===== config.mk =====
export PLATFORM = sky130hd
export DESIGN_NAME = eds_cell
export DESIGN_NICKNAME = d
export VERILOG_FILES = /design/src/eds_pkg.sv /design/src/eds_cell.sv
export SDC_FILE = /design/constraint.sdc
export NUM_CORES = 1
export LEC_CHECK = 0
export BUFFER_PORTS_ARGS = -buffer_cell sky130_fd_sc_hd__buf_2
export CAP_MARGIN = 20
export CORE_UTILIZATION = 58
export CTS_BUF_LIST = sky130_fd_sc_hd__clkbuf_8
export DETAILED_ROUTE_END_ITERATION = 8
export PLACE_DENSITY = 0.88
export SYNTH_ARGS = -nofsm -noshare
export SYNTH_HDL_FRONTEND = slang
export SYNTH_SLANG_ARGS = --single-unit

===== constraint.sdc =====
create_clock -name aclk -period 9.82 [get_ports aclk]
set_clock_uncertainty 0.05 [all_clocks]
set_input_delay 1.964 -clock aclk [delete_from_list [all_inputs] [get_ports aclk]]
set_output_delay 1.964 -clock aclk [all_outputs]
set_load 0.03 [all_outputs]

===== src/eds_pkg.sv =====
`default_nettype none
package eds_pkg;

    typedef enum logic [1:0] {
        MODE_FIRST  = 2'd0,
        MODE_SECOND = 2'd1,
        MODE_END    = 2'd2,
        MODE_NONE   = 2'd3
    } mode_t;

    typedef enum logic [2:0] {
        ST_IDLE,
        ST_FEED,
        ST_DRAIN,
        ST_DIV,
        ST_OUT
    } state_t;

    localparam int unsigned FRAC_BITS = 16;
    localparam logic [16:0] SIM_ONE   = 17'h10000;

    typedef struct packed {
        logic start;
        logic done;
    } div_ctrl_t;

endpackage
`default_nettype wire


===== src/eds_cell.sv =====
`default_nettype none
module eds_cell
    import eds_pkg::*;
#(
    parameter int unsigned LW = 9
) (
    input  wire logic          aclk,
    input  wire logic          aresetn,
    input  wire logic          init,
    input  wire logic [LW-1:0] init_cost,
    input  wire logic          load,
    input  wire logic [7:0]    load_sym,
    input  wire logic          in_valid,
    input  wire logic [7:0]    in_sym,
    input  wire logic [LW-1:0] in_left,
    input  wire logic [LW-1:0] in_diag,
    output logic               out_valid,
    output logic [7:0]         out_sym,
    output logic [LW-1:0]      out_left,
    output logic [LW-1:0]      out_diag,
    output logic [LW-1:0]      cost
);

    logic [LW-1:0] cost_reg;
    logic [7:0]    sym_reg;
    logic          valid_reg;
    logic [7:0]    osym_reg;
    logic [LW-1:0] left_reg;
    logic [LW-1:0] diag_reg;
    logic [LW:0]   up_c;
    logic [LW:0]   lf_c;
    logic [LW:0]   dg_c;
    logic [LW:0]   m_c;
    logic [LW-1:0] cost_next;

    always_comb begin
        up_c = {1'b0, cost_reg} + 1'b1;
        lf_c = {1'b0, in_left} + 1'b1;
        dg_c = {1'b0, in_diag} + {{LW{1'b0}}, (in_sym != sym_reg)};
        m_c  = (up_c < lf_c) ? up_c : lf_c;
        m_c  = (m_c < dg_c) ? m_c : dg_c;
        cost_next = m_c[LW-1:0];
    end

    always_ff @(posedge aclk) begin
        if (!aresetn) begin
            valid_reg <= 1'b0;
        end else begin
            valid_reg <= in_valid && !init;
        end
    end

    always_ff @(posedge aclk) begin
        if (load) begin
            sym_reg <= load_sym;
        end
        if (init) begin
            cost_reg <= init_cost;
        end else if (in_valid) begin
            cost_reg <= cost_next;
            left_reg <= cost_next;
            diag_reg <= cost_reg;
            osym_reg <= in_sym;
        end
    end

    assign out_valid = valid_reg;
    assign out_sym   = osym_reg;
    assign out_left  = left_reg;
    assign out_diag  = diag_reg;
    assign cost      = cost_reg;

endmodule
`default_nettype wire


==> results.toml <==
[setup_path]
timing.rr.start = "cost[0]"
crit_end = "out_left[1]"
cp-startpoint = "in_left[3]"
cp.arrival_ns = 6.61
critPathSlowestCell = "a311oi_1"
worstSetupPathType = "input port to flop"
crit_required_ns = 9.81
cp.depth = 21
reg2reg_slack_ns = 4.30
path_buf_inv = 1
crit_chain = "buf_2 -> nand4_1 -> nor2_1 -> nand2_1 -> xor2_1 -> ha_1 -> a21oi_1 -> nor2b_1 -> a32o_1 -> nor3_4 -> a21oi_4 -> mux2i_1 -> ha_1 -> a21o_1 -> a21o_1 -> a21oi_1 -> o21ai_0 -> a311oi_1 -> a21bo_2 -> nand2_1 -> mux2_2"
crit_fanout = 16
rr_worst_depth = 21
timing.rr.end = "out_left[1]"
crit_family = "compound AO/OA/AOI/OAI gates"
slowest_delay_ns = 0.45
end_kind = "flop"
startpoint_type = "input port"

[synth]
synth_area_leaders = "edfxtp_1, ha_1, xor2_1, a21oi_1, nand3_1"
yosys_warnings = 0
synth_xor_area_share_pct = 8.60
syn_nets = 324
synth_top_area_cell = "edfxtp_1"
synth_edf_count = 43
synth_cell_types = 48
synth.top_cells.by_count = "edfxtp_1, ha_1, xor2_1"
synth_area_um2 = 2850
synth.avg_cell_area_um2 = 11.1
synth.most_common_cell = "edfxtp_1"
synth_adder_area_share_pct = 9.12
synth-main-ff-cell = "edfxtp_1"
ys_seq_elements = 44
synth_compound_area_share_pct = 15.0
async_reset_ff_share_pct = 0
synth_mux_area_share_pct = 3.03
synth_top_family_by_area = "simple AND/OR/NAND/NOR gates"
synthDominantCellAreaShare_pct = 45.3
yosysSeqAreaShare_pct = 46.0
yosys.area_share.simple_pct = 15.1
synth_cells = 256

[layout]
stdcell_area_um2 = 3450
area_growth_pct = 20.8
post-route-util_pct = 73.0
nNetsFinal = 410
drive_gt1_share_pct = 32.1
n_antenna_cell = 0
fin_cells = 410

[place]
gp_congestion = 0.929
pre_cts_slack_ns = 3.03
place_inst = 402
io_buffers = 83
dp_hpwl_mm = 5.29
place_area_um2 = 3330

[floorplan]
die_area_um2 = 5200
die_x_um = 72.1
pin_count = 84
fp.dieH_um = 72.1
core_area_um2 = 4720
fp-row-count = 25
start_util_pct = 60.4

[hold_path]
min_from = "cost[7]"
hp-class = "flop to flop"

[timing]
finalMaxSlewViolations = 0
setup_tns_ns = 0
hold_viol_final = 0
tightest_slew_ns = 0.653
holdWs_ns = 0.529
period_needed_ns = 6.62
max_slew_margin_pct = 56.5
setup_ws_ns = 3.20
setup_viol = 0
rsz0062_at_grt = "false"
clock.fmax_mhz = 151
fin_crit_sh_pct = 67.4

[global_routing]
grt_pass1_wl_mm = 10.1
grt.total_usage_pct = 25.7
antenna_found_initial = 0
grt_overflow = 0
grt_max_degree = 20
grt_pass1_vias = 2117

[cts]
postCtsHoldBufs = 0
numCtsBuffers = 5
cts_tree = "built"
cts_max_level = 2
ctsResizeCount = 0
clock-sinks = 44
path_clk_slew_ns = 0.08
clk_path_buf_depth = 2
insertion_delay_ns = 0.29
post_cts_buffers = 0
ctsRootBufferMaster = "clkbuf_8"

[detailed_routing]
via_count = 2363
routedWlPerCell_um = 15.9
drc = 0
first_pass_iters = 5
avgViaCountPerCell = 5.76
drt-total-wl_mm = 6.50
ant_nets = 0
drt_iter0_drc = 210

[pwr]
finalPower_uw = 986
ir_worst_vdd_uv = 224
p_leak_nw = 1.45
power.density_nw_per_um2 = 286

[flow_run]
cap_violations = 0

[status]
outcome = "finished clean"
-- final cells by class --
cell class / count / area (µm²)
multi-input combinational: 191 / 1450
sequential: 44 / 1310
fill: 343 / 1280
timing repair buffer: 84 / 423
tap: 67 / 83.8
clock buffer: 5 / 68.8
inverter: 16 / 60.1
clock inverter: 3 / 46.3
-- layer usage --
metal	track usage, %	wire, µm	vias up
met1	33.2	2600	1093
met5	0	0	-
met2	45.6	3280	118
li1	-	-	1140
met3	4.03	514	12
met4	5.45	101	0
-- logic make-up (layout without fill, tap and decap cells) --
group,count (synthesis),count (layout)
adders and majority gates,21,21
muxes,8,8
xor gates and xnor gates,28,28
DFF,44,44
buffers and inverters,21,108
AOI/OAI and AO/OA,57,57
and+or+nand+nor,77,77
-- where the power goes --
group          internal (mW)  switching, mW  leakage, nW  total [mW]
combinational          0.196          0.350        0.981       0.546
sequential             0.272         0.0332        0.419       0.305
clock                 0.0765         0.0595       0.0548       0.136
-- worst min path at each step --
| stage | end | slack, ns | depth (start not counted) |
|---|---|---|---|
| 2_1_floorplan | out_diag[7] | 0.69 | 0 |
| 3_3_place_gp | out_diag[3] | 0.49 | 0 |
| 3_5_place_dp | out_diag[8] | 0.50 | 0 |
| 4_1_cts | out_diag[7] | 0.52 | 0 |
| 5_1_grt | out_diag[8] | 0.54 | 0 |
| 6_report | out_diag[7] | 0.53 | 0 |
-- worst register-to-register path, delay by kind of cell (launching register included) --
family	cells	cell delay (ns)
adders and majority gates	3	0.78
xor gates and xnor gates	1	0.22
AOI/OAI and AO/OA	9	2.23
buffers and inverters	1	0.09
and+or+nand+nor	5	0.70
DFF	1	0.52
muxes	2	0.69
-- placed cells by master, fill, tap and decap left out, drive strengths merged, types with 2 or more instances in the layout --
master | synthesis | routed
buf | 2 | 84
edfxtp | 43 | 43
a21oi | 21 | 21
xor2 | 20 | 20
ha | 20 | 20
nand2 | 18 | 18
inv | 16 | 17
nand3 | 14 | 14
nor2 | 12 | 12
xnor2 | 8 | 8
nand4 | 7 | 7
and2 | 7 | 7
a211oi | 7 | 7
and3 | 6 | 6
mux2i | 6 | 6
a221oi | 6 | 6
clkbuf | 3 | 5
o21ai | 5 | 5
a21o | 4 | 4
a31oi | 3 | 3
o21a | 2 | 2
o211ai | 2 | 2
nand2b | 2 | 2
nor4 | 2 | 2
mux2 | 2 | 2
a311oi | 2 | 2
nor3 | 2 | 2
nor2b | 2 | 2
(Power assumes the default switching activity.)
