[src/eds_pkg.sv]
`default_nettype none
package eds_pkg;

    typedef enum logic [1:0] {
        MODE_FIRST  = 2'd0,
        MODE_SECOND = 2'd1,
        MODE_END    = 2'd2,
        MODE_NONE   = 2'd3
    } mode_t;

    typedef enum logic [2:0] {
        ST_IDLE,
        ST_FEED,
        ST_DRAIN,
        ST_DIV,
        ST_OUT
    } state_t;

    localparam int unsigned FRAC_BITS = 16;
    localparam logic [16:0] SIM_ONE   = 17'h10000;

    typedef struct packed {
        logic start;
        logic done;
    } div_ctrl_t;

endpackage
`default_nettype wire

[src/eds_div.sv]
`default_nettype none
module eds_div
    import eds_pkg::*;
#(
    parameter int unsigned LW = 9
) (
    input  wire logic             aclk,
    input  wire logic             aresetn,
    input  wire logic             start,
    input  wire logic [LW-1:0]    num,
    input  wire logic [LW-1:0]    den,
    output logic                  done,
    output logic [LW+FRAC_BITS-1:0] quot
);

    localparam int unsigned NW = LW + FRAC_BITS;
    localparam int unsigned CW = $clog2(NW + 1);

    logic [NW-1:0] quo_reg;
    logic [LW-1:0] rem_reg;
    logic [LW-1:0] den_reg;
    logic [CW-1:0] cnt_reg;
    logic [CW-1:0] cnt_next;
    logic          done_reg;
    logic [LW:0]   trial;
    logic          fits;

    always_comb begin
        trial    = {rem_reg, quo_reg[NW-1]};
        fits     = trial >= {1'b0, den_reg};
        cnt_next = cnt_reg;
        if (start) begin
            cnt_next = CW'(NW);
        end else if (cnt_reg != '0) begin
            cnt_next = cnt_reg - 1'b1;
        end
    end

    always_ff @(posedge aclk) begin
        if (!aresetn) begin
            cnt_reg  <= '0;
            done_reg <= 1'b0;
        end else begin
            cnt_reg  <= cnt_next;
            done_reg <= !start && (cnt_reg == CW'(1));
        end
    end

    always_ff @(posedge aclk) begin
        if (start) begin
            quo_reg <= {num, {FRAC_BITS{1'b0}}};
            rem_reg <= '0;
            den_reg <= den;
        end else if (cnt_reg != '0) begin
            quo_reg <= {quo_reg[NW-2:0], fits};
            rem_reg <= fits ? LW'(trial - {1'b0, den_reg}) : trial[LW-1:0];
        end
    end

    assign done = done_reg;
    assign quot = quo_reg;

endmodule
`default_nettype wire

[config.mk]
export PLATFORM = sky130hd
export DESIGN_NAME = eds_div
export DESIGN_NICKNAME = d
export VERILOG_FILES = /design/src/eds_pkg.sv /design/src/eds_div.sv
export SDC_FILE = /design/constraint.sdc
export NUM_CORES = 1
export LEC_CHECK = 0
export CORE_MARGIN = 3
export CORE_UTILIZATION = 35
export CTS_BUF_LIST = sky130_fd_sc_hd__clkbuf_2
export DETAILED_ROUTE_END_ITERATION = 7
export DONT_BUFFER_PORTS = 1
export GPL_TIMING_DRIVEN = 0
export SLEW_MARGIN = 0
export SYNTH_ARGS = -nofsm -noshare
export SYNTH_HDL_FRONTEND = slang
export SYNTH_SLANG_ARGS = --single-unit
[constraint.sdc]
create_clock -name aclk -period 7 [get_ports aclk]
set_clock_uncertainty 0.15 [all_clocks]
set_input_delay 1.05 -clock aclk [delete_from_list [all_inputs] [get_ports aclk]]
set_output_delay 1.05 -clock aclk [all_outputs]
set_load 0.005 [all_outputs]
==> flow_summary.yaml, run 1 <==
run_status:
  status: "finished clean"
grt:
  grt_pass1_wl_mm: 8.71
  grt_max_degree: 16
  overflow: 0
  antenna_found_initial: 0
  grt_pass1_vias: 1817
  grt_use_total_pct: 14.2
clock_network:
  root_buffer: "clkbuf_2"
  cts.sinks: 49
  cts_buffers: 5
  worstSkewPairLatency_ns: 0.42
  htree_levels: 2
  hold_buffers: 0
  cts_buffer_depth: 2
  postCtsSetupBuffers: 0
  clkSlewWorstSetupHoldPaths_ns: 0.25
  cts_tree: "done"
  cts_resized: 0
sta:
  fmax_mhz: 370
  drv_slew: 0
  max_slew_margin_pct: 56.5
  hold_violations: 0
  fin_tns_setup_ns: 0
  rsz0062_at_grt: "false"
  finalCritPeriodShare_pct: 38.6
  setup_viol: 0
  fin_crit_ns: 2.70
  tightest_slew_ns: 0.653
power:
  p_leak_nw: 0.973
  power_density_mw_per_mm2: 351
  ir_drop_uv: 103
routing:
  first_pass_iters: 4
  drc: 0
  dr_total_vias: 1814
  vias_per_cell: 5.29
  postRouteAntennaNets: 0
  drt_wl_total_mm: 5.27
  drt_first_iter_violations: 92
  routedWlPerCell_um: 15.4
setup_path:
  crit_family: "compound AO/OA/AOI/OAI gates"
  cpPeakStageDelay_ns: 0.47
  crit_chain: "inv_1, ha_1, inv_1, fa_1, a211oi_2, o211a_4, o21a_4, mux2_4, a211oi_2"
  crit_buf_inv: 2
  crit_required_ns: 7.21
  cp_slowest_cell: "edfxtp_1"
  cp.arrival_ns: 2.91
  crit_fanout: 7
  startpoint_type: "register"
  crit_type: "reg2reg"
  cp-end-kind: "register"
synthesis:
  syn_inst: 258
  synthTopCellsByCount: "nand2_1 (53), dfxtp_1 (31), a21oi_1 (25)"
  yosysSeqAreaShare_pct: 48.2
  yosysTopAreaCell: "dfxtp_1"
  yosysMostFrequentCell: "nand2_1"
  yosys_warnings: 0
  yosysUniqueCellTypes: 42
  synth_edf_count: 18
  async_reset_ff_share_pct: 0
  ys.flop_type: "dfxtp_1"
  synth_area_leaders: "dfxtp_1 (26%), edfxtp_1 (22%), nand2_1 (8.3%)"
  ys_seq_elements: 49
  synthesis.nets: 291
  synth.top_cell.area_share_pct: 25.8
  avgSynthCellArea_sq_um: 9.33
  synth_area_sq_mm: 0.00241
finish:
  num_antenna_cells: 0
  final_cells: 343
  syn2layout_area_growth_pct: 6.76
  largest_reg_flops: 25
  final_nets: 298
  drive_gt1_share_pct: 7.52
place:
  hpwl_mm: 3.84
  place_congestion: 0.763
  numPortBuffers: 0
  placed_cells: 335
die:
  die_y_um: 88.9
  die_area_sq_mm: 0.00791
  dieWidth_um: 88.9
  io_pins: 47
  core_sq_mm: 0.00649
  start_util_pct: 37.1
  fp-row-count: 29
worst_hold_path:
  hold_path_class: "reg2reg"
run:
  drv_cap: 0
-- cell families after synthesis --
kind of cell	after synthesis	share of synthesized area, %
flip-flops	49	48.2
multiplexers	7	3.17
buffers and inverters	28	4.73
AND/OR/NAND/NOR	89	16.2
adder cells (fa/ha/maj)	12	6.55
XOR/XNOR	6	2.18
AO/OA/AOI/OAI	67	18.9
-- cells in the final DEF, fill, tap and decap left out, types with 2 or more instances in the layout --
cell,count
nand2_1,53
dfxtp_1,31
a21oi_1,25
nor2_1,18
edfxtp_1,18
inv_1,15
o21ai_0,13
clkbuf_1,11
ha_1,11
a211oi_1,8
nand2b_1,5
mux2i_1,5
clkbuf_2,5
o211ai_1,4
xor2_1,4
a211oi_2,3
o21a_1,3
nor3_1,2
nand4b_1,2
a21o_1,2
o31ai_1,2
xnor2_1,2
-- area by class of cell --
cell class	instances	area (sq um)
Clock inverter	3	41.3
Fill cell	652	3930
Clock buffer	5	25.0
Sequential cell	49	1160
Multi-Input combinational cell	181	1130
Inverter	15	56.3
Tap cell	77	96.3
Buffer	13	57.6
-- layer usage --
layer | up-vias | track usage, % | wire (um)
met4 | 0 | 3.92 | 57
met5 | - | 0 | 0
li1 | 906 | - | -
met2 | 39 | 22.7 | 2530
met1 | 862 | 18.6 | 2320
met3 | 7 | 4.52 | 358
-- worst reg2reg max path, stage by stage (launching register included) --
cell and delay [ns]:
edfxtp_1 0.47, inv_1 0.10, ha_1 0.16, inv_1 0.05, fa_1 0.42, a211oi_2 0.33
o211a_4 0.25, o21a_4 0.20, mux2_4 0.32, a211oi_2 0.20
-- report_power, final --
group / switching, mW / leakage (nW) / internal [mW] / total (mW)
logic: 0.208 / 0.497 / 0.166 / 0.374
registers: 0.0355 / 0.440 / 0.341 / 0.377
clock network: 0.0915 / 0.0366 / 0.0590 / 0.150
-- worst paths after layout --
path	from	to	slack (ns)	cells after the start
setup reg to reg	quot[24]$_DFFE_PP_	rem_reg[0]$_SDFFE_PP0N_	4.30	9
hold reg to reg	quot[9]$_SDFFE_PP0N_	quot[9]$_SDFFE_PP0N_	0.36	2
hold / removal	quot[9]$_SDFFE_PP0N_	quot[9]$_SDFFE_PP0N_	0.36	2
setup / recovery	quot[24]$_DFFE_PP_	rem_reg[0]$_SDFFE_PP0N_	4.30	9
-- through the flow --
step                      hold slack (ns)  setup WS (ns)  utilization (%)  power [mW]  area (sq um)
after CTS                           0.357           4.29             39.6       0.910          2570
after global placement              0.328           4.36             38.5       0.752          2500
after detailed placement            0.330           4.35             38.5       0.756          2500
after floorplan                     0.303           4.54                -       0.682          2410
after global routing                0.377           4.16             39.6       0.978          2570
final                               0.357           4.30             39.6       0.902          2570
No activity file was read; power rests on OpenSTA's default activity.
==> run 2, diff against run 1 <==
==> constraint.sdc (replaced) <==
create_clock -name aclk -period 2.3 [get_ports aclk]
set_clock_uncertainty 0.15 [all_clocks]
set_input_delay 0.345 -clock aclk [delete_from_list [all_inputs] [get_ports aclk]]
set_output_delay 0.345 -clock aclk [all_outputs]
set_load 0.005 [all_outputs]
==> run 2 against run 1 <==
Against the previous run: the run now ends with setup timing left; register-to-register slack worse by 4.4 ns; via count is 5.2% higher; clock power is 140% higher; sequential share of layout area is 4.9 points lower; count of clock-buffer cells in the layout stayed put; sequential power grew to 3.1 times the previous value; setup slack worse by 4.4 ns; cell area is 12% higher; global-route usage is 0.45 points higher; largest cell class is now multi-input combinational cells; highest routed layer unchanged.
==> flow_summary.yaml, run 2 (synthesis gave the netlist of run 1 again) <==
run_status:
  status: "finished with violations"
  violations: "setup timing"
finish:
  final_cell_mix: "nand2_1 (53), dfxtp_1 (31), a21oi_1 (22), dlygate4sd3_1 (20)"
  largest_reg_flops: 25
  layout_commonest_cell: "nand2_1"
  regArea_sq_mm: 0.00116
  final_nets: 327
  fillCellCount: 659
  finish.utilization_pct: 44.4
  multi_input_area_sq_mm: 0.00118
  postLayoutCellArea_sq_mm: 0.00289
  drive_gt1_share_pct: 13.2
  syn2layout_area_growth_pct: 19.9
  num_antenna_cells: 0
routing:
  drt_wl_total_mm: 5.50
  drc: 0
  drt_first_iter_violations: 71
  vias_per_cell: 5.13
  routedWlPerCell_um: 14.8
  dr_total_vias: 1909
  first_pass_iters: 4
  postRouteAntennaNets: 0
sta:
  fmax_mhz: 417
  fin_crit_ns: 2.40
  hold_violations: 0
  finalCritPeriodShare_pct: 104
  tightest_slew_ns: 0.639
  max_slew_margin_pct: 57.4
  worst_slack_ns: -0.0976
  setup_viol: 7
  drv_slew: 0
  rsz0062_at_grt: "true"
clock_network:
  clkSlewWorstSetupHoldPaths_ns: 0.25
  worstSkewPairLatency_ns: 0.43
  cts.sinks: 49
  htree_levels: 2
  cts_buffer_depth: 2
  cts_buffers: 5
  root_buffer: "clkbuf_2"
  cts_tree: "done"
grt:
  grt_use_total_pct: 14.6
  antenna_found_initial: 0
  overflow: 0
  grt_max_degree: 17
  grt_pass1_vias: 1946
  grt_pass1_wl_mm: 9.00
power:
  power_density_mw_per_mm2: 1030
  ir_drop_uv: 379
  power_mw: 2.98
  p_leak_nw: 1.11
die:
  die_y_um: 88.9
  start_util_pct: 37.1
  die_area_sq_mm: 0.00791
  dieWidth_um: 88.9
  fp-row-count: 29
  io_pins: 47
  core_sq_mm: 0.00649
setup_path:
  cp.arrival_ns: 2.62
  cp-end-kind: "register"
  rr_worst_depth: 9
  startpoint_type: "register"
  crit_type: "reg2reg"
  crit_fanout: 3
  crit_required_ns: 2.52
place:
  place_congestion: 0.773
  hpwl_mm: 3.94
  preCtsSetupSlack_ns: -0.270
  place_area_sq_mm: 0.00252
  numPortBuffers: 0
worst_hold_path:
  hold_path_class: "in2reg"
  holdPathStages: 2
run:
  drv_cap: 0
## run 2: critical path, stage by stage, from the launching register on
cell	delay (ns)
edfxtp_1	0.49
inv_2	0.11
ha_4	0.13
inv_2	0.03
fa_2	0.36
a211oi_4	0.24
o211a_4	0.21
o21a_4	0.16
mux2_4	0.31
a211oi_2	0.17
## run 2: worst paths after layout
kind / end / from / slack (ns)
max: rem_reg[0]$_SDFFE_PP0N_ / quot[24]$_DFFE_PP_ / -0.1
min: rem_reg[8]$_SDFFE_PP0N_ / start / 0.12
max reg2reg: rem_reg[0]$_SDFFE_PP0N_ / quot[24]$_DFFE_PP_ / -0.1
min reg2reg: quot[12]$_SDFFE_PP0N_ / quot[12]$_SDFFE_PP0N_ / 0.36
## run 2: layer usage
layer | up-vias | share of wire [%] | global-route usage [%]
li1 | 968 | - | -
met1 | 900 | 45 | 17.5
met2 | 33 | 49 | 24.8
met3 | 8 | 5.4 | 5.16
met4 | 0 | 1.2 | 4.33
met5 | - | 0 | 0
## run 2: repair_timing
action,in CTS,in global routing
gates resized for setup,5,5
setup endpoints to repair,9,10
hold buffers,20,0
buffers inserted,7,2
gates cloned,0,0
pin swaps,11,7
hold endpoints to repair,33,0
## run 2: area by class of cell
class	count	share of cell area [%]
clock buffer	5	0.867
multi-input combinational	181	40.9
clock inverter	3	0.737
tap	77	3.34
inverter	15	1.95
timing repair buffer	29	9.97
sequential	49	40.2
buffer	13	1.99
## run 2: through the flow
step | TNS (ns) | instances | hold slack [ns]
finish | -0.354 | 372 | 0.116
global route | -0.962 | 372 | 0.0524
CTS | -0.347 | 370 | 0.0959
detailed placement | -0.997 | 335 | 0.294
global placement | -0.742 | 335 | 0.294
floorplan | -0.0919 | 258 | 0.294
## run 2: power by group
| part | leakage [nW] | switching [mW] | internal, mW |
|---|---|---|---|
| sequential | 0.440 | 0.114 | 1.04 |
| combinational | 0.634 | 0.724 | 0.734 |
| clock | 0.0310 | 0.287 | 0.0784 |
| total | 1.11 | 1.12 | 1.85 |
==> run 3, diff against run 2 <==
--- a/config.mk
+++ b/config.mk
@@ -5,12 +5,16 @@
 export SDC_FILE = /design/constraint.sdc
 export NUM_CORES = 1
 export LEC_CHECK = 0
+export CELL_PAD_IN_SITES_DETAIL_PLACEMENT = 2
+export CELL_PAD_IN_SITES_GLOBAL_PLACEMENT = 2
 export CORE_MARGIN = 3
 export CORE_UTILIZATION = 35
 export CTS_BUF_LIST = sky130_fd_sc_hd__clkbuf_2
 export DETAILED_ROUTE_END_ITERATION = 7
 export DONT_BUFFER_PORTS = 1
 export GPL_TIMING_DRIVEN = 0
+export MAX_ROUTING_LAYER = met4
+export PLACE_DENSITY_LB_ADDON = 0.1
 export SLEW_MARGIN = 0
 export SYNTH_ARGS = -nofsm -noshare
 export SYNTH_HDL_FRONTEND = slang
==> run 3 against run 2 <==
Against the previous run: the run still ends with setup timing left; count of clock-buffer cells in the layout is the same; first-iteration DRC count rose by 58%; setup slack lost 0.094 ns; sequential cell count stayed put; critical path type unchanged; largest cell class unchanged; highest routed layer unchanged.
==> flow_summary.yaml, run 3 (synthesis gave the netlist of run 1 again) <==
routing:
  first_pass_iters: 5
  dr_total_vias: 1995
  drc: 0
  drt_wl_total_mm: 6.92
  postRouteAntennaNets: 0
  vias_per_cell: 5.35
  drt_first_iter_violations: 112
  routedWlPerCell_um: 18.5
sta:
  rsz0062_at_grt: "true"
  setup_viol: 10
  fin_crit_ns: 2.49
  hold_violations: 0
  tightest_slew_ns: 0.618
  drv_slew: 0
  finalCritPeriodShare_pct: 108
  fin_tns_setup_ns: -1.19
  fmax_mhz: 401
  max_slew_margin_pct: 58.6
  worst_slack_ns: -0.192
setup_path:
  startpoint: "quot[24]$_DFFE_PP_"
  cp.arrival_ns: 2.72
  r2r_start: "quot[24]$_DFFE_PP_"
  crit_required_ns: 2.53
  endpoint: "rem_reg[0]$_SDFFE_PP0N_"
  cp-end-kind: "register"
  startpoint_type: "register"
  rr_worst_depth: 9
  rr_endpoint: "rem_reg[0]$_SDFFE_PP0N_"
  crit_type: "reg2reg"
  rrSetupSlack_ns: -0.19
  crit_fanout: 3
die:
  dieWidth_um: 88.9
  fp-row-count: 29
  start_util_pct: 37.1
  io_pins: 47
  die_area_sq_mm: 0.00791
  core_sq_mm: 0.00649
  die_y_um: 88.9
place:
  placed_cells: 335
  numPortBuffers: 0
  place_congestion: 0.715
  hpwl_mm: 4.82
  preCtsSetupSlack_ns: -0.337
grt:
  overflow: 0
  grt_pass1_vias: 2189
  grt.busiest_layer: "met2"
  grt_use_total_pct: 19.6
  grt.met2_usage_pct: 32.2
  antenna_found_initial: 0
  use_met3_pct: 4.52
  use_met1_pct: 24.5
  grt_pass1_wl_mm: 11.5
  grt_max_degree: 15
power:
  power_density_mw_per_mm2: 1090
  p_int_mw: 1.94
  power_switching_share_pct: 39.2
  clockPowerShare_pct: 11.1
  power_frac_seq_pct: 36.9
  ir_drop_uv: 309
  net-switching-power_mw: 1.25
  power_mw: 3.19
  combPwrFrac_pct: 52.0
  p_leak_nw: 1.12
finish:
  finish.utilization_pct: 45.0
  largest_reg_flops: 25
  drive_gt1_share_pct: 13.9
  final_cells: 373
  final_cell_mix: "nand2_1 (53), dfxtp_1 (31), a21oi_1 (22), dlygate4sd3_1 (20)"
  num_antenna_cells: 0
  syn2layout_area_growth_pct: 21.3
  final_nets: 328
  layout_commonest_cell: "nand2_1"
clock_network:
  worstSkewPairLatency_ns: 0.43
  root_buffer: "clkbuf_2"
  cts_buffer_depth: 2
  cts_buffers: 5
  clkSlewWorstSetupHoldPaths_ns: 0.25
  cts_tree: "done"
  cts.sinks: 49
  htree_levels: 2
run_status:
  status: "finished with violations"
  violations: "setup timing"
worst_hold_path:
  hold_path_class: "in2reg"
  hold_start: "start"
run:
  drv_cap: 0
run 3: cell type report:
| cell class | instances | area, sq um |
|---|---|---|
| Buffer | 13 | 58.8 |
| Clock buffer | 5 | 25.0 |
| Clock inverter | 3 | 12.5 |
| Fill cell | 707 | 3570 |
| Inverter | 15 | 56.3 |
| Multi-Input combinational cell | 181 | 1190 |
| Sequential cell | 49 | 1160 |
| Tap cell | 77 | 96.3 |
| Timing Repair Buffer | 30 | 315 |
run 3: worst min-delay path by stage:
stage	endpoint	slack [ns]	cells after the start
floorplan	den_reg[0]$_DFFE_PP_	0.29	0
global placement	den_reg[1]$_DFFE_PP_	0.29	0
detailed placement	den_reg[6]$_DFFE_PP_	0.29	0
CTS	rem_reg[8]$_SDFFE_PP0N_	0.11	2
global route	rem_reg[8]$_SDFFE_PP0N_	0.09	2
finish	rem_reg[8]$_SDFFE_PP0N_	0.12	2
run 3: metrics by stage:
step           hold slack, ns  instance area (sq um)
4_1_cts                 0.111                   2890
5_1_grt                0.0894                   2920
3_5_place_dp            0.294                   2520
2_1_floorplan           0.294                   2420
3_3_place_gp            0.294                   2520
6_report                0.123                   2920
run 3: repair_timing:
action                                  in CTS  in global routing
gates resized for setup                     11                  5
endpoints found under the hold margin       33                  0
buffers inserted                             8                  2
endpoints found under the setup margin      10                 12
pin swaps                                   19                  2
hold buffers                                20                  0
run 3: power groups by stage:
stage          Combinational (mW)  Clock [mW]  Sequential [mW]
5_1_grt                      1.83       0.411             1.20
3_5_place_dp                 1.22           0             1.19
3_3_place_gp                 1.18           0             1.18
4_1_cts                      1.59       0.360             1.17
6_report                     1.66       0.354             1.18
2_1_floorplan               0.959           0             1.13
run 3: routing by layer:
layer	routed length (um)	part of all wire [%]	vias to the layer above
met4	71	1.0	0
met5	0	0	-
met3	306	4.4	7
li1	-	-	968
met2	3500	51	36
met1	3040	44	984
run 3: worst max-delay path: stages (launching register included):
cell and delay (ns):
edfxtp_1 0.51, inv_2 0.12, ha_4 0.13, inv_2 0.03
fa_2 0.36, a211oi_4 0.24, o211a_4 0.22, o21a_4 0.17
mux2_4 0.31, a211oi_2 0.18
